===== src/hdl/isr_pkg.sv =====
// ----------------------------------------------------------------------------
// isr_pkg
// shared types and constants for the integer square root unit
// ----------------------------------------------------------------------------
package isr_pkg;

    localparam int OPND_W    = 64;
    localparam int ROOT_W    = 32;
    localparam int REM_W     = ROOT_W + 2;
    localparam int TRIAL_W   = REM_W + 2;
    localparam int FRAC_BITS = 16;
    localparam int LOW_W     = 32;
    localparam int KIND_W    = 2;
    localparam int CNT_W     = $clog2(ROOT_W);
    localparam logic [CNT_W-1:0] LAST_STEP = CNT_W'(ROOT_W - 1);

    typedef enum logic [KIND_W-1:0] {
        KIND_INT32 = 2'd0,
        KIND_INT64 = 2'd1,
        KIND_FIX16 = 2'd2,
        KIND_NONE  = 2'd3
    } t_kind;

    typedef enum logic [1:0] {
        S_IDLE,
        S_RUN,
        S_DONE
    } t_state;

    typedef struct packed {
        logic load;
        logic step;
        logic push;
    } t_cmd;

endpackage


===== src/hdl/isr_dp.sv =====
// ----------------------------------------------------------------------------
// isr_dp
// operand shifter, remainder and partial root registers, output register
// ----------------------------------------------------------------------------
module isr_dp (
    input  logic                            i_clk,
    input  isr_pkg::t_cmd                   i_cmd,
    input  logic [isr_pkg::KIND_W-1:0]      i_kind,
    input  logic [isr_pkg::OPND_W-1:0]      i_value,
    output logic [isr_pkg::ROOT_W-1:0]      o_root
);

    logic [isr_pkg::OPND_W-1:0]  r_opnd, n_opnd;
    logic [isr_pkg::REM_W-1:0]   r_rem,  n_rem;
    logic [isr_pkg::ROOT_W-1:0]  r_root, n_root;
    logic [isr_pkg::ROOT_W-1:0]  r_out;
    logic [isr_pkg::OPND_W-1:0]  sel_opnd;
    logic [isr_pkg::TRIAL_W-1:0] rem_sh;
    logic [isr_pkg::TRIAL_W-1:0] trial;
    logic [isr_pkg::TRIAL_W-1:0] diff;
    logic                        fits;
    isr_pkg::t_kind              kind;

    assign kind = isr_pkg::t_kind'(i_kind);

    always_comb begin
        unique case (kind)
            isr_pkg::KIND_INT32: sel_opnd = {{(isr_pkg::OPND_W - isr_pkg::LOW_W){1'b0}},
                                             i_value[isr_pkg::LOW_W-1:0]};
            isr_pkg::KIND_INT64: sel_opnd = i_value;
            isr_pkg::KIND_FIX16: sel_opnd = {{(isr_pkg::OPND_W - isr_pkg::LOW_W
                                               - isr_pkg::FRAC_BITS){1'b0}},
                                             i_value[isr_pkg::LOW_W-1:0],
                                             {isr_pkg::FRAC_BITS{1'b0}}};
            default:             sel_opnd = '0;
        endcase
    end

    // one root bit per step
    assign rem_sh = {r_rem, r_opnd[isr_pkg::OPND_W-1 -: 2]};
    assign trial  = {{(isr_pkg::TRIAL_W - isr_pkg::ROOT_W - 2){1'b0}}, r_root, 2'b01};
    assign diff   = rem_sh - trial;
    assign fits   = rem_sh >= trial;

    always_comb begin
        n_opnd = r_opnd;
        n_rem  = r_rem;
        n_root = r_root;
        priority if (i_cmd.load) begin
            n_opnd = sel_opnd;
            n_rem  = '0;
            n_root = '0;
        end else if (i_cmd.step) begin
            n_opnd = {r_opnd[isr_pkg::OPND_W-3:0], 2'b00};
            n_rem  = fits ? diff[isr_pkg::REM_W-1:0] : rem_sh[isr_pkg::REM_W-1:0];
            n_root = {r_root[isr_pkg::ROOT_W-2:0], fits};
        end
    end

    always_ff @(posedge i_clk) begin
        r_opnd <= n_opnd;
        r_rem  <= n_rem;
        r_root <= n_root;
        if (i_cmd.push) begin
            r_out <= r_root;
        end
    end

    assign o_root = r_out;

endmodule


===== src/hdl/isr_ctrl.sv =====
// ----------------------------------------------------------------------------
// isr_ctrl
// sequencer for the digit-by-digit root and the output handshake
// ----------------------------------------------------------------------------
module isr_ctrl (
    input  logic          i_clk,
    input  logic          i_rst_n,
    input  logic          i_in_valid,
    output logic          o_in_stall,
    output logic          o_out_valid,
    input  logic          i_out_stall,
    output isr_pkg::t_cmd o_cmd
);

    isr_pkg::t_state             r_state, n_state;
    logic [isr_pkg::CNT_W-1:0]   r_cnt,   n_cnt;
    logic                        r_out_valid, n_out_valid;
    logic                        out_free;
    logic                        in_ready;
    logic                        accept;

    assign out_free = !r_out_valid || !i_out_stall;
    assign in_ready = (r_state == isr_pkg::S_IDLE) ||
                      ((r_state == isr_pkg::S_DONE) && out_free);
    assign accept   = i_in_valid && in_ready;

    always_comb begin
        n_state = r_state;
        unique case (r_state)
            isr_pkg::S_IDLE: begin
                if (accept) n_state = isr_pkg::S_RUN;
            end
            isr_pkg::S_RUN: begin
                if (r_cnt == isr_pkg::LAST_STEP) n_state = isr_pkg::S_DONE;
            end
            isr_pkg::S_DONE: begin
                if (out_free) n_state = accept ? isr_pkg::S_RUN : isr_pkg::S_IDLE;
            end
            default: n_state = isr_pkg::S_IDLE;
        endcase
    end

    always_comb begin
        o_cmd      = '0;
        o_cmd.load = accept;
        unique case (r_state)
            isr_pkg::S_IDLE: ;
            isr_pkg::S_RUN:  o_cmd.step = 1'b1;
            isr_pkg::S_DONE: o_cmd.push = out_free;
            default: ;
        endcase
    end

    always_comb begin
        n_cnt = r_cnt;
        if (accept) begin
            n_cnt = '0;
        end else if (r_state == isr_pkg::S_RUN) begin
            n_cnt = r_cnt + 1'b1;
        end
        n_out_valid = r_out_valid;
        if (o_cmd.push) begin
            n_out_valid = 1'b1;
        end else if (!i_out_stall) begin
            n_out_valid = 1'b0;
        end
    end

    always_ff @(posedge i_clk) begin
        if (!i_rst_n) begin
            r_state     <= isr_pkg::S_IDLE;
            r_cnt       <= '0;
            r_out_valid <= 1'b0;
        end else begin
            r_state     <= n_state;
            r_cnt       <= n_cnt;
            r_out_valid <= n_out_valid;
        end
    end

    assign o_in_stall  = !in_ready;
    assign o_out_valid = r_out_valid;

`ifndef ASSERT_OFF
    a_accept_runs: assert property (@(posedge i_clk) disable iff (!i_rst_n)
        accept |=> (r_state == isr_pkg::S_RUN) && (r_cnt == '0))
        else $error("request accepted without starting a run");

    a_cnt_steps: assert property (@(posedge i_clk) disable iff (!i_rst_n)
        (r_state == isr_pkg::S_RUN) && (r_cnt != isr_pkg::LAST_STEP)
        |=> (r_state == isr_pkg::S_RUN) && (r_cnt == $past(r_cnt) + 1'b1))
        else $error("step counter out of sequence");

    a_push_shows: assert property (@(posedge i_clk) disable iff (!i_rst_n)
        o_cmd.push |=> r_out_valid)
        else $error("pushed root not presented");

    a_done_waits: assert property (@(posedge i_clk) disable iff (!i_rst_n)
        (r_state == isr_pkg::S_DONE) && !out_free |=> (r_state == isr_pkg::S_DONE))
        else $error("finished root dropped while output busy");
`endif

endmodule


===== src/hdl/integer_square_root.sv =====
// ----------------------------------------------------------------------------
// integer_square_root
// floor square root of a 32-bit, 64-bit or 16.16 fixed-point operand
// ----------------------------------------------------------------------------
//  channel  direction  handshake                  payload
//  in       to block   i_in_valid / o_in_stall    i_kind, i_value
//  out      from block o_out_valid / i_out_stall  o_root
//
//  one request takes a load and 32 steps of the shared
//  compare-and-subtract unit, one root bit per step, in every mode
//  the root then sits in an output register; the next request is taken
//  as soon as the root has moved there, while it waits to be taken
//  a stalled output holds the finished root in the unit and stalls input
//  synchronous active-low reset clears the sequencer and output valid
module integer_square_root (
    input  logic                          i_clk,
    input  logic                          i_rst_n,
    input  logic                          i_in_valid,
    output logic                          o_in_stall,
    input  logic [isr_pkg::KIND_W-1:0]    i_kind,
    input  logic [isr_pkg::OPND_W-1:0]    i_value,
    output logic                          o_out_valid,
    input  logic                          i_out_stall,
    output logic [isr_pkg::ROOT_W-1:0]    o_root
);

    isr_pkg::t_cmd cmd;

    isr_ctrl u_ctrl (
        .i_clk       (i_clk),
        .i_rst_n     (i_rst_n),
        .i_in_valid  (i_in_valid),
        .o_in_stall  (o_in_stall),
        .o_out_valid (o_out_valid),
        .i_out_stall (i_out_stall),
        .o_cmd       (cmd)
    );

    isr_dp u_dp (
        .i_clk   (i_clk),
        .i_cmd   (cmd),
        .i_kind  (i_kind),
        .i_value (i_value),
        .o_root  (o_root)
    );

endmodule


===== config.mk =====
export PLATFORM = sky130hd
export DESIGN_NAME = integer_square_root
export DESIGN_NICKNAME = d
export VERILOG_FILES = /design/src/hdl/isr_pkg.sv /design/src/hdl/isr_dp.sv /design/src/hdl/isr_ctrl.sv /design/src/hdl/integer_square_root.sv
export SDC_FILE = /design/constraint.sdc
export NUM_CORES = 1
export LEC_CHECK = 0
export ABC_AREA = 1
export BUFFER_PORTS_ARGS = -buffer_cell sky130_fd_sc_hd__buf_2
export CAP_MARGIN = 20
export CELL_PAD_IN_SITES_DETAIL_PLACEMENT = 2
export CELL_PAD_IN_SITES_GLOBAL_PLACEMENT = 2
export CORE_MARGIN = 1
export CORE_UTILIZATION = 31
export DETAILED_ROUTE_END_ITERATION = 8
export GPL_TIMING_DRIVEN = 0
export PLACE_DENSITY = 0.79
export SYNTH_ARGS = -nofsm -noshare
export SYNTH_HDL_FRONTEND = slang
export SYNTH_SLANG_ARGS = --single-unit

===== constraint.sdc =====
create_clock -name i_clk -period 2.55 [get_ports i_clk]
set_clock_uncertainty 0.1 [all_clocks]
set_input_delay 0.1275 -clock i_clk [delete_from_list [all_inputs] [get_ports i_clk]]
set_output_delay 0.1275 -clock i_clk [all_outputs]
set_load 0.03 [all_outputs]

After elaboration in Yosys (flattened, before gate mapping). Cells that the tools add are included.

Flip-flop bits (word level): 170. Input port bits: 70. Output and inout port bits: 34. Logic and storage cells: 45.

Add/subtract/negate cells: 2. $lt $le $gt $ge: 1. Eq/ne operators: 9. Mux-type cells: 13. Bitwise gates (word level): 1. Reductions and logical operators: 12.

Operator list (number): case mux 64 bit (3 select lines) (1); two-way mux 64 bit (2); greater-or-equal comparator 36 x 34 -> 1 bit (1); two-way mux 34 bit (1); subtractor 34 bit (1); != test 2 x 1 -> 1 bit (second input constant) (4); two-way mux 2 bit (3); case mux 2 bit (3 select lines) (1); adder 5 x 1 -> 5 bit (second input constant) (1); equality test 5 bit (second input constant) (1); two-way mux 1 bit (5); equality test 2 x 1 -> 1 bit (second input constant) (2); equality test 2 bit (second input constant) (2); zero test 2 bit (2); zero test 1 bit (3); AND reduction 3 bit (1); logical AND 1 bit (2); logical OR 1 bit (2); nonzero test 2 bit (1); OR reduction 2 bit (1); inverter 1 bit (1).

Logic depth before layout (Yosys ltp). Gate-level depths: netlist of the first run.

Word-level depth: 8. Gate-level depth with buffers: 17.

Hierarchy. Synthesis of the first run repeated with hierarchy kept, for this count alone.

Cells, all modules: 1281. Area total of the unflattened synthesis: 9649.3 um^2.

By module, submodules not included: isr_dp (times used 1, cells each 1222, area each 9238.9 um^2, seq. area each 4204.0 um^2); isr_ctrl (times used 1, cells each 59, area each 410.4 um^2, seq. area each 160.2 um^2).

Least setup slack after synthesis of the first run. No wires, ideal clock.

Path kind: register -> register. From: register u_ctrl.r_out_valid, in the netlist u_ctrl.o_out_valid. To: register u_dp.r_opnd[0] (netlist name) (enable). Setup time: 0.415 ns. Arrival: 2.493 ns. Setup slack: -0.458 ns. Stages on the path, launching flop included: 9. Path buffers: 1. Period minus slack after synthesis: 3.008 ns. Path through: dfxtp_1 > nand2_1 > o21ai_0 > inv_1 > nand2_1 > inv_1 > nor2_2 > inv_1 > buf_2.

Word-level cells in the longest chain between the ends: 6.

Ends and longest elaborated chain: start, declared (RTL line isr_ctrl.sv:17) `logic r_out_valid, n_out_valid;`; start signal, assigned (RTL line isr_ctrl.sv:77) `r_out_valid <= n_out_valid;`; zero test 1 bit (RTL line isr_ctrl.sv:22) `assign out_free = !r_out_valid || !i_out_stall;`; logical OR 1 bit (RTL line isr_ctrl.sv:22); logical AND 1 bit (RTL line isr_ctrl.sv:24) `((r_state == isr_pkg::S_DONE) && out_free);`; logical OR 1 bit (RTL line isr_ctrl.sv:23) `assign in_ready = (r_state == isr_pkg::S_IDLE) ||`; logical AND 1 bit (RTL line isr_ctrl.sv:25) `assign accept = i_in_valid && in_ready;`; nonzero test 2 bit (no line); end signal, assigned (RTL line isr_dp.sv:61) `r_opnd <= n_opnd;`; end, declared (RTL line isr_dp.sv:13) `logic [isr_pkg::OPND_W-1:0] r_opnd, n_opnd;`.

Every way passes these cells. A chain may end at the register's enable or synchronous reset.

Worst setup path in the final report of the first run.
From: register u_dp.r_root[18] (netlist name). To: register u_dp.r_rem[33] (netlist name).

Word-level cells in the longest chain between the ends: 2. Elaborated cells between the ends (all ways): 3. Classes of those cells: add/sub (1); order compare (1); mux (1).

Ends and longest elaborated chain: start, declared (RTL line isr_dp.sv:15) `logic [isr_pkg::ROOT_W-1:0] r_root, n_root;`; start signal, assigned (RTL line isr_dp.sv:63) `r_root <= n_root;`; subtractor 34 bit or greater-or-equal comparator 36 x 34 -> 1 bit (tied branches) (RTL line isr_dp.sv:42, isr_dp.sv:43); two-way mux 34 bit (*) (RTL line isr_dp.sv:55) `n_rem = fits ? diff[isr_pkg::REM_W-1:0] : rem_sh[isr_pkg::REM_W-1:0];`; end signal, assigned (RTL line isr_dp.sv:62) `r_rem <= n_rem;`; end, declared (RTL line isr_dp.sv:14) `logic [isr_pkg::REM_W-1:0] r_rem, n_rem;`.

Every way passes the cells marked *; elsewhere a longest branch is shown, timed or not.

==> reports/metrics.csv, run 1 <==
metric;value;unit
status;finished, final reports clean;
final setup margin;56.1;ps
unrepaired setup endpoints after global routing;true;
top cells by count, synth;nand2_1, inv_1, edfxtp_1, nor2_1, dfxtp_1;
Max-Cap Viols;0;
final instance area;0.0124;mm²
Die Width;180;µm
PD cells;1050;mW/mm²
Max IR drop VDD;0.652;mV
CTS Root Cell;clkbuf_16;
CP Launch Point;u_dp.r_root[18];
PortBufs;103;
nets;1582;
core area;0.0308;mm²
num rows;64;
CTS Sinks;170;
hold crit path type;primary input to register;
clock latency on the worst-skew pair;470;ps
FF/Latch Area;0.00436;mm²
post-synth cell types;40;
Worst Path Max Fanout;5;
Syn. warnings;0;
# IOs;104;
Post-synth top flop;edfxtp_1;
via count;9418;
clock-pin slew on the worst setup and hold paths;70;ps
Setup crit end;u_dp.r_rem[33];
CP max-delay cell;ha_2;
Final Setup Violations;0;
first-pass GRT wire length;58300;µm
DR DRC count;0;
Die Y;180;µm
dpl ws;-490;ps
worst-path cell chain;inv_1, ha_2, nand2_1, inv_1, a21oi_1, inv_1, a21oi_1, nor2_1, nor2_1, a21oi_1, o21ai_2, nand2_1;
CP endpoint kind;register;
fmax;401;MHz
Final Critical Period;2490;ps
Congestion Overflow GR;0;
Crit Path Class;register to register;
register area share after synthesis;44.6;%
final hold violation count;0;
Critical Path AT;2750;ps
Post-synth EDFFs;96;
Starting Density;31.7;%
Inserted Diodes;0;
initial DRC count;301;
H-tree depth;4;
CTS buffer count;17;
multi-input combinational cell area;0.00469;mm²
dpl cell area;0.0108;mm²
Mean Syn Cell Area;7.62;µm²
Final HPWL DP;26100;µm
cell taking the most area after synthesis;edfxtp_1;
fraction of layout cells with a size suffix above 1;17.5;%
headroom to the max-slew limit;46.5;%
Tcrit/Tclk final;97.8;%
WL per Instance;19.7;µm
Crit path required time;2810;ps
cell area after synthesis;0.00977;mm²
reg2reg setup slack;60;ps
Leak;5.71;nW
R2R cell count;12;
drt total wl;37200;µm
Reg-to-Reg Start;u_dp.r_root[18];
syn nets;1388;
Placed Cells;1782;
Synth Instances;1282;
CP peak stage delay;370;ps
fill count;3531;
most frequent cell after synthesis;nand2_1;
antenna violations before repair;0;
CP Launch Type;register;
total die area;0.0322;mm²
first-pass iteration count of the detailed router;6;
Area Overhead vs Synth;27.4;%
largest net degree at the start of global routing;74;
clock buffer depth;2;
Final Max Slew Viols;0;
top-area cell type share of the netlist area;29.5;%
overall power;13.0;mW
All-Layer GR Usage;23.6;%
FF+latch count, synth;170;
r2r endpoint;u_dp.r_rem[33];
Routed Antenna Nets;0;
CTS tree;done;
vias in the first global route;10600;
Via density;5.00;
top cells by area, synth;edfxtp_1, nand2_1, dfxtp_1;
fraction of registers with async set/reset;0;%
Final Instance Count excl. Fillers;1885;
GP Congestion;0.938;
Slew @ Worst Pin;792;ps
==> layout by cell type (no fill, tap or decap), types with 3 or more instances in the layout <==
cell / n
a21oi_1: 23
a21oi_2: 4
a31oi_1: 16
and2_1: 7
buf_1: 5
buf_2: 112
buf_4: 12
buf_6: 5
clkbuf_1: 21
clkbuf_16: 19
dfxtp_1: 74
dlygate4sd3_1: 62
edfxtp_1: 96
ha_1: 17
ha_2: 8
ha_4: 11
inv_1: 202
inv_6: 4
nand2_1: 408
nand2_2: 15
nand2_4: 3
nand3_1: 68
nand3_2: 24
nand4_1: 33
nor2_1: 81
nor2_2: 8
nor2_4: 11
nor3_1: 5
o21ai_0: 34
o21bai_1: 3
o22ai_1: 31
o311ai_0: 15
or2_2: 3
xnor2_1: 3
xor2_1: 17
==> kinds of logic (layout without fill, tap and decap cells) <==
group           after synthesis  after routing  share of synthesized area, %
simple gates                672            672                          30.3
fa+ha+maj                    36             36                          4.61
xor+xnor                     20             20                          1.79
buf+inv                     252            459                          10.4
flops                       170            170                          44.6
compound gates              132            132                          8.27
==> cell type report <==
class | count | share of cell area, %
multi-input combinational | 860 | 37.7
sequential | 170 | 35.1
timing repair buffer | 175 | 9.89
inverter | 206 | 6.26
tap | 396 | 3.98
clock buffer | 19 | 3.82
buffer | 46 | 2.14
clock inverter | 13 | 1.19
==> through the flow <==
| step | hold slack [ps] | util (%) | setup TNS [ps] |
|---|---|---|---|
| after floorplan | 178 | - | 0 |
| after global placement | 309 | 35.0 | -61650 |
| after detailed placement | 317 | 35.1 | -37600 |
| after CTS | 0.394 | 39.4 | 0 |
| after global routing | 32.4 | 40.4 | -66.3 |
| final | 27.7 | 40.4 | 0 |
==> how the worst min path moves through the flow <==
stage	startpoint	endpoint	slack (ps)	depth (start not counted)
6_report	i_value[40]	u_dp.r_opnd[40]	30	3
5_1_grt	i_value[47]	u_dp.r_opnd[47]	30	3
4_1_cts	i_value[40]	u_dp.r_opnd[40]	0.4	3
3_5_place_dp	u_dp.r_root[18]	u_dp.o_root[18]	320	0
3_3_place_gp	i_rst_n	u_ctrl.r_state[0]	310	3
2_1_floorplan	i_rst_n	u_ctrl.r_state[0]	180	2
==> state kept, by name, summed over array words and instances (netlist names) <==
signal	flops
u_dp.r_root	32
u_ctrl.r_cnt	5
u_ctrl.r_state	2
u_dp.r_opnd	64
u_dp.o_root	32
u_dp.r_rem	34
u_ctrl.o_out_valid	1
==> worst max-delay path, delay by kind of cell (launching register included) <==
kind                     cells  cell delay (ps)
AO/OA/AOI/OAI                4              720
flip-flops                   1              340
buffers and inverters        3              260
AND/OR/NAND/NOR              4              590
adder cells (fa/ha/maj)      1              370
==> power by group <==
group          switching (mW)  total [mW]  leakage, nW  internal (mW)
Combinational            4.51        6.79         3.86           2.28
Sequential              0.202        3.43         1.54           3.23
Clock                    1.32        2.83        0.308           1.51
Total                    6.03        13.0         5.71           7.02
==> layer usage <==
| layer | track usage, % | part of all wire, % | up-vias |
|---|---|---|---|
| met5 | 0 | 0 | - |
| met4 | 10.3 | 3.2 | 0 |
| met3 | 3.59 | 3.1 | 66 |
| met2 | 42.9 | 51 | 186 |
| met1 | 27.3 | 43 | 4623 |
| li1 | - | - | 4543 |
==> repair_timing <==
item                       4_1_cts  5_1_grt
setup endpoints to repair      123      118
resized for setup                8       62
pin swaps                        2        4
buffers inserted                 5        4
hold buffers                    62        0
hold endpoints to repair        66        0
Note: power is estimated with default switching activity, not from simulation.
==> run 2: changes to the inputs <==
--- a/config.mk
+++ b/config.mk
@@ -8,13 +8,13 @@
 export ABC_AREA = 1
 export BUFFER_PORTS_ARGS = -buffer_cell sky130_fd_sc_hd__buf_2
 export CAP_MARGIN = 20
-export CELL_PAD_IN_SITES_DETAIL_PLACEMENT = 2
-export CELL_PAD_IN_SITES_GLOBAL_PLACEMENT = 2
-export CORE_MARGIN = 1
-export CORE_UTILIZATION = 31
+export CELL_PAD_IN_SITES_DETAIL_PLACEMENT = 0
+export CELL_PAD_IN_SITES_GLOBAL_PLACEMENT = 1
+export CORE_UTILIZATION = 39
 export DETAILED_ROUTE_END_ITERATION = 8
 export GPL_TIMING_DRIVEN = 0
 export PLACE_DENSITY = 0.79
 export SYNTH_ARGS = -nofsm -noshare
 export SYNTH_HDL_FRONTEND = slang
+export SYNTH_HIERARCHICAL = 1
 export SYNTH_SLANG_ARGS = --single-unit
==> reports/metrics.csv, run 2 <==
metric;value;unit;change
total die area;0.0254;mm²;-21%
Worst Hold Depth;3;;unchanged
Crit path required time;2750;ps;-60 ps
commonest non-fill, non-tap cell in the layout;nand2_1;;
fill count;2422;;-31%
Final Critical Period;2390;ps;-99.7 ps
fraction of layout cells with a size suffix above 1;16.4;%;-1.2 points
Tcrit/Tclk final;93.9;%;-3.9 points
vias in the first global route;8623;;-19%
Critical Path AT;2590;ps;-160 ps
drt total wl;29400;µm;-21%
Inserted Diodes;0;;unchanged
Worst Path Max Fanout;10;;+5
CTS Root Cell;clkbuf_16;;
most frequent cell after synthesis;nand2_1;;
Starting Density;39.7;%;+8.0 points
antenna violations before repair;0;;unchanged
most frequent cells in the layout;nand2_1, inv_1, nand3_1, nor2_1, buf_2;;
nets;1573;;-0.57%
R2R cell count;12;;unchanged
WL per Instance;16.3;µm;-17%
syn nets;1387;;-0.072%
Post-synth EDFFs;96;;unchanged
CTS buffer count;17;;unchanged
CTS tree;done;;
core area;0.0243;mm²;-21%
dpl cell area;0.0106;mm²;-2.4%
max reg flops;64;;unchanged
Post-synth top flop;edfxtp_1;;
Final Max Slew Viols;0;;unchanged
Congestion Overflow GR;0;;unchanged
Die Y;159;µm;-11%
GP Congestion;0.952;;+1.6%
fmax;418;MHz;+4.2%
Final HPWL DP;21700;µm;-17%
Area Overhead vs Synth;27.3;%;about the same
# IOs;104;;unchanged
top cells by count, synth;nand2_1, inv_1, nor2_1, nand3_1, edfxtp_1;;
Max-Cap Viols;0;;unchanged
cell taking the most area after synthesis;edfxtp_1;;
Synth Instances;1281;;-0.078%
top-area cell type share of the netlist area;29.9;%;+0.38 points
WHS;36.6;ps;+8.92 ps
DR DRC count;0;;unchanged
Top Registers;u_dp/r_opnd: 64 flops, u_dp/r_rem: 34 flops;;
fraction of registers with async set/reset;0;%;unchanged
initial DRC count;604;;+100%
H-tree depth;4;;unchanged
via count;9005;;-4.4%
Max IR drop VDD;0.479;mV;-26%
CP Launch Type;register;;
overall power;12.5;mW;-4.5%
Die Width;159;µm;-11%
Routed Antenna Nets;0;;unchanged
headroom to the max-slew limit;50.3;%;+3.8 points
final hold violation count;0;;unchanged
Reg-to-Reg Start;u_dp/r_root[16];;
clock buffer depth;2;;unchanged
num rows;57;;-11%
first-pass iteration count of the detailed router;5;;-1
status;finished, final reports clean;;
first-pass GRT wire length;46100;µm;-21%
largest net degree at the start of global routing;74;;unchanged
Via density;4.99;;about the same
clock latency on the worst-skew pair;440;ps;-30 ps
PD cells;1010;mW/mm²;-3.2%
PortBufs;102;;-0.97%
FF+latch count, synth;170;;unchanged
CTS Sinks;170;;unchanged
unrepaired setup endpoints after global routing;true;;
Final Core Density;50.5;%;+10 points
CP Launch Point;u_dp/r_root[16];;
Syn. warnings;6;;+6
Mean Syn Cell Area;7.53;µm²;-1.2%
FF/Latch Area;0.00437;mm²;about the same
top cells by area, synth;edfxtp_1, dfxtp_1, nand2_1;;
Crit Path Class;register to register;;
hold crit path type;primary input to register;;
post-synth cell types;38;;-5.0%
Slew @ Worst Pin;745;ps;-46.7 ps
Final Setup Violations;0;;unchanged
cell area after synthesis;0.00965;mm²;-1.3%
largest reg by FF count;u_dp/r_opnd;;
register area share after synthesis;45.2;%;+0.58 points
CP endpoint kind;register;;
multi-input combinational cell area;0.00473;mm²;+0.96%
final instance area;0.0123;mm²;-1.3%
min-delay src;i_value[46];;
All-Layer GR Usage;23.5;%;-0.11 points
Leak;5.57;nW;-2.5%
clock-pin slew on the worst setup and hold paths;70;ps;about the same
run 2: cell count changes in the layout (fill, tap and decap cells not counted), moves of 14 or more:
cell      previous run  this run
nand4_1             33        15
nand2_1            408       364
nand3_1             68       116
a22o_1               0        14
o21ai_0             34         6
nor2_1              81       107
a32o_1               0        16
nand3_2             24         4
nor3_1               5        24
o311ai_0            15         0
run 2: cell families after synthesis:
logic type / Yosys count / synth area share [%]
xor gates and xnor gates: 16 / 1.45
adders and majority gates: 36 / 4.67
AOI/OAI and AO/OA: 129 / 8.96
and+or+nand+nor: 681 / 29.6
DFF: 170 / 45.2
buffers and inverters: 249 / 10.1
run 2: path summary, 6_finish.rpt:
check	end	slack, ps
worst min-delay path	u_dp/r_opnd[46]	40
worst max register to register	u_dp/r_rem[10]	160
worst min register to register	u_dp/o_root[26]	330
worst max-delay path	u_dp/r_rem[10]	160
run 2: per-stage QoR:
| step | setup TNS, ps | cells | setup WS, ps |
|---|---|---|---|
| 2_1_floorplan | 0 | 1281 | 161 |
| 5_1_grt | -60.9 | 1804 | -44.3 |
| 3_5_place_dp | -68040 | 1707 | -714 |
| 4_1_cts | 0 | 1797 | 10.2 |
| 6_report | 0 | 1804 | 156 |
| 3_3_place_gp | -63830 | 1707 | -684 |
run 2: timing repair:
action | CTS | global route
hold endpoints to repair | 69 | 0
gates cloned | 0 | 2
pin swaps | 0 | 8
setup buffers | 0 | 5
resized for setup | 10 | 100
endpoints found under the setup margin | 152 | 173
hold buffers | 59 | 0
run 2: area by class of cell:
cell class,count,area share [%]
clock inverters,14,1.25
well taps,324,3.30
multi-input cells,863,38.5
inverters,202,6.18
flip-flops and latches,170,35.5
repair buffers,167,9.47
plain buffers,46,2.15
clock buffers,18,3.57
run 2: critical path, cell delays in order, from the launching register on:
cell     delay [ps]
dfxtp_1         330
inv_1            70
ha_2            390
nand2_2         110
nor2_4          170
nand2_1         130
nor2_2          170
nand3_2         160
nand4_4         200
buf_6           180
nor3_1           60
nor2_1          130
nor2_1           50
run 2: where the power goes:
group	leakage (nW)	switching, mW	internal, mW
clock network	0.280	1.27	1.33
logic	3.74	4.15	2.31
registers	1.54	0.185	3.21
total	5.57	5.61	6.85
run 2: layer usage:
metal	global-route usage (%)	share of wire, %	vias to the layer above
met2	40.5	48	249
met1	29.7	44	4139
met4	7.74	2.8	0
met5	0	0	-
li1	-	-	4567
met3	4.04	5.1	50
==> run 3: changes to the inputs <==
--- a/config.mk
+++ b/config.mk
@@ -14,6 +14,7 @@
 export DETAILED_ROUTE_END_ITERATION = 8
 export GPL_TIMING_DRIVEN = 0
 export PLACE_DENSITY = 0.79
+export SETUP_SLACK_MARGIN = 0.4
 export SYNTH_ARGS = -nofsm -noshare
 export SYNTH_HDL_FRONTEND = slang
 export SYNTH_HIERARCHICAL = 1
==> reports/metrics.csv, run 3 (synthesized netlist as in run 2, its figures left out) <==
metric;value;unit;change
clock latency on the worst-skew pair;440;ps;about the same
largest reg by FF count;u_dp/r_opnd;;
Worst Path Max Fanout;8;;-2
Final Max Slew Viols;0;;unchanged
antenna violations before repair;0;;unchanged
Final Core Density;56.9;%;+6.4 points
R2R cell count;14;;+2
vias in the first global route;9206;;+6.8%
Final Critical Period;2320;ps;-73.7 ps
unrepaired setup endpoints after global routing;true;;
Slew @ Worst Pin;645;ps;-100 ps
Max-Cap Viols;0;;unchanged
Final Setup Violations;0;;unchanged
Starting Density;39.7;%;unchanged
nets;1640;;+4.3%
initial DRC count;628;;+4.0%
most frequent cells in the layout;nand2_1, inv_1, buf_2, edfxtp_1, nor2_1;;
CP endpoint kind;register;;
headroom to the max-slew limit;57.0;%;+6.7 points
via count;9624;;+6.9%
Leak;6.18;nW;+11%
commonest non-fill, non-tap cell in the layout;nand2_1;;
fmax;431;MHz;+3.2%
max reg flops;64;;unchanged
CTS tree;done;;
Crit Path Class;register to register;;
drt total wl;32000;µm;+9.1%
largest net degree at the start of global routing;38;;-49%
Routed Antenna Nets;0;;unchanged
setup TNS;0;ps;unchanged
hold crit path type;primary input to register;;
final setup margin;229;ps;+73.7 ps
dpl ws;-756;ps;-42.4 ps
CTS Root Cell;clkbuf_16;;
GP Congestion;0.989;;+3.9%
DR DRC count;0;;unchanged
clock-pin slew on the worst setup and hold paths;80;ps;about the same
Top Registers;u_dp/r_opnd: 64 flops, u_dp/r_rem: 34 flops;;
cell family with the largest share of critical-path delay;simple AND/OR/NAND/NOR gates;;
worst-path cell chain;inv_4, ha_4, nand2_4, nor2_4, inv_4, nor3_4, nand3_4, nand4_4, buf_12, buf_6, nand3_1, nand2_1, nor2_1, nor2_1;;
total die area;0.0254;mm²;unchanged
Final HPWL DP;21100;µm;-2.8%
num rows;57;;unchanged
Via density;5.14;;+3.0%
Critical Path AT;2580;ps;about the same
first-pass GRT wire length;48700;µm;+5.8%
clock buffer depth;2;;unchanged
Worst Hold Depth;3;;unchanged
PortBufs;102;;unchanged
fill count;2222;;-8.3%
# IOs;104;;unchanged
status;finished, final reports clean;;
Area Overhead vs Synth;43.5;%;
H-tree depth;4;;unchanged
Tcrit/Tclk final;91.0;%;-2.9 points
buffer and inverter count on the worst path;4;;+2
fraction of layout cells with a size suffix above 1;33.8;%;+17 points
WL per Instance;17.1;µm;+5.2%
Inserted Diodes;0;;unchanged
WP depth;14;;+2
core area;0.0243;mm²;unchanged
Die Y;159;µm;unchanged
PD cells;1080;mW/mm²;+6.2%
first-pass iteration count of the detailed router;6;;+1
All-Layer GR Usage;24.7;%;+1.3 points
Die Width;159;µm;unchanged
overall power;14.9;mW;+20%
CP peak stage delay;360;ps;-30 ps
final hold violation count;0;;unchanged
Crit path required time;2810;ps;+60 ps
CTS buffer count;17;;unchanged
CP max-delay cell;dfxtp_2;;
Max IR drop VDD;0.609;mV;+27%
CTS Sinks;170;;unchanged
CP Launch Type;register;;
Congestion Overflow GR;0;;unchanged
run 3: cell count changes in the layout (fill, tap and decap cells not counted), moves of 30 or more:
cell / delta
inv_1: -33
dfxtp_1: -47
buf_4: +55
dfxtp_2: +44
nand3_1: -30
nand2_1: -49
nand2_2: +36
run 3: what timing repair did:
| item | 4_1_cts | 5_1_grt |
|---|---|---|
| setup endpoints to repair | 181 | 192 |
| pin swaps | 54 | 73 |
| hold buffers | 60 | 0 |
| setup buffers | 42 | 22 |
| cloned | 5 | 3 |
| gates resized for setup | 236 | 152 |
| hold endpoints to repair | 71 | 0 |
run 3: layer usage:
layer | track usage, % | routed length [µm]
met3 | 3.28 | 1680
met4 | 11.7 | 1120
met2 | 42.4 | 15700
met1 | 30.8 | 13600
met5 | 0 | 0
run 3: stage by stage:
stage	cell area, µm²	hold WS (ps)	instances
after floorplan	9660	185	1281
after global placement	10600	305	1707
after detailed placement	10600	309	1707
after CTS	13100	1.13	1846
after global routing	13800	25.8	1871
final	13800	26.5	1871
run 3: path summary, 6_finish.rpt:
kind | start | slack, ps | end
setup reg to reg | u_dp/r_root[29] | 230 | u_dp/r_rem[13]
setup / recovery | u_dp/r_root[29] | 230 | u_dp/r_rem[13]
hold / removal | i_value[33] | 30 | u_dp/r_opnd[33]
hold reg to reg | u_dp/r_root[7] | 330 | u_dp/o_root[7]
run 3: power by group:
part	internal [mW]	switching [mW]
Clock	1.41	1.27
Combinational	3.58	5.22
Sequential	3.23	0.207
run 3: layout make-up:
cell class | count | area, µm² | share of cell area [%]
tap | 324 | 405 | 2.93
clock inverter | 14 | 176 | 1.27
timing repair buffer | 233 | 1800 | 13.0
clock buffer | 18 | 429 | 3.10
inverter | 202 | 779 | 5.63
multi-input combinational | 863 | 5510 | 39.8
buffer | 47 | 313 | 2.26
sequential | 170 | 4430 | 32.0
run 3: worst reg2reg max path, stage by stage, from the launching register on:
cell,delay (ps)
dfxtp_2,360
inv_4,50
ha_4,300
nand2_4,70
nor2_4,170
inv_4,70
nor3_4,250
nand3_4,140
nand4_4,130
buf_12,160
buf_6,150
nand3_1,80
nand2_1,90
nor2_1,40
nor2_1,70
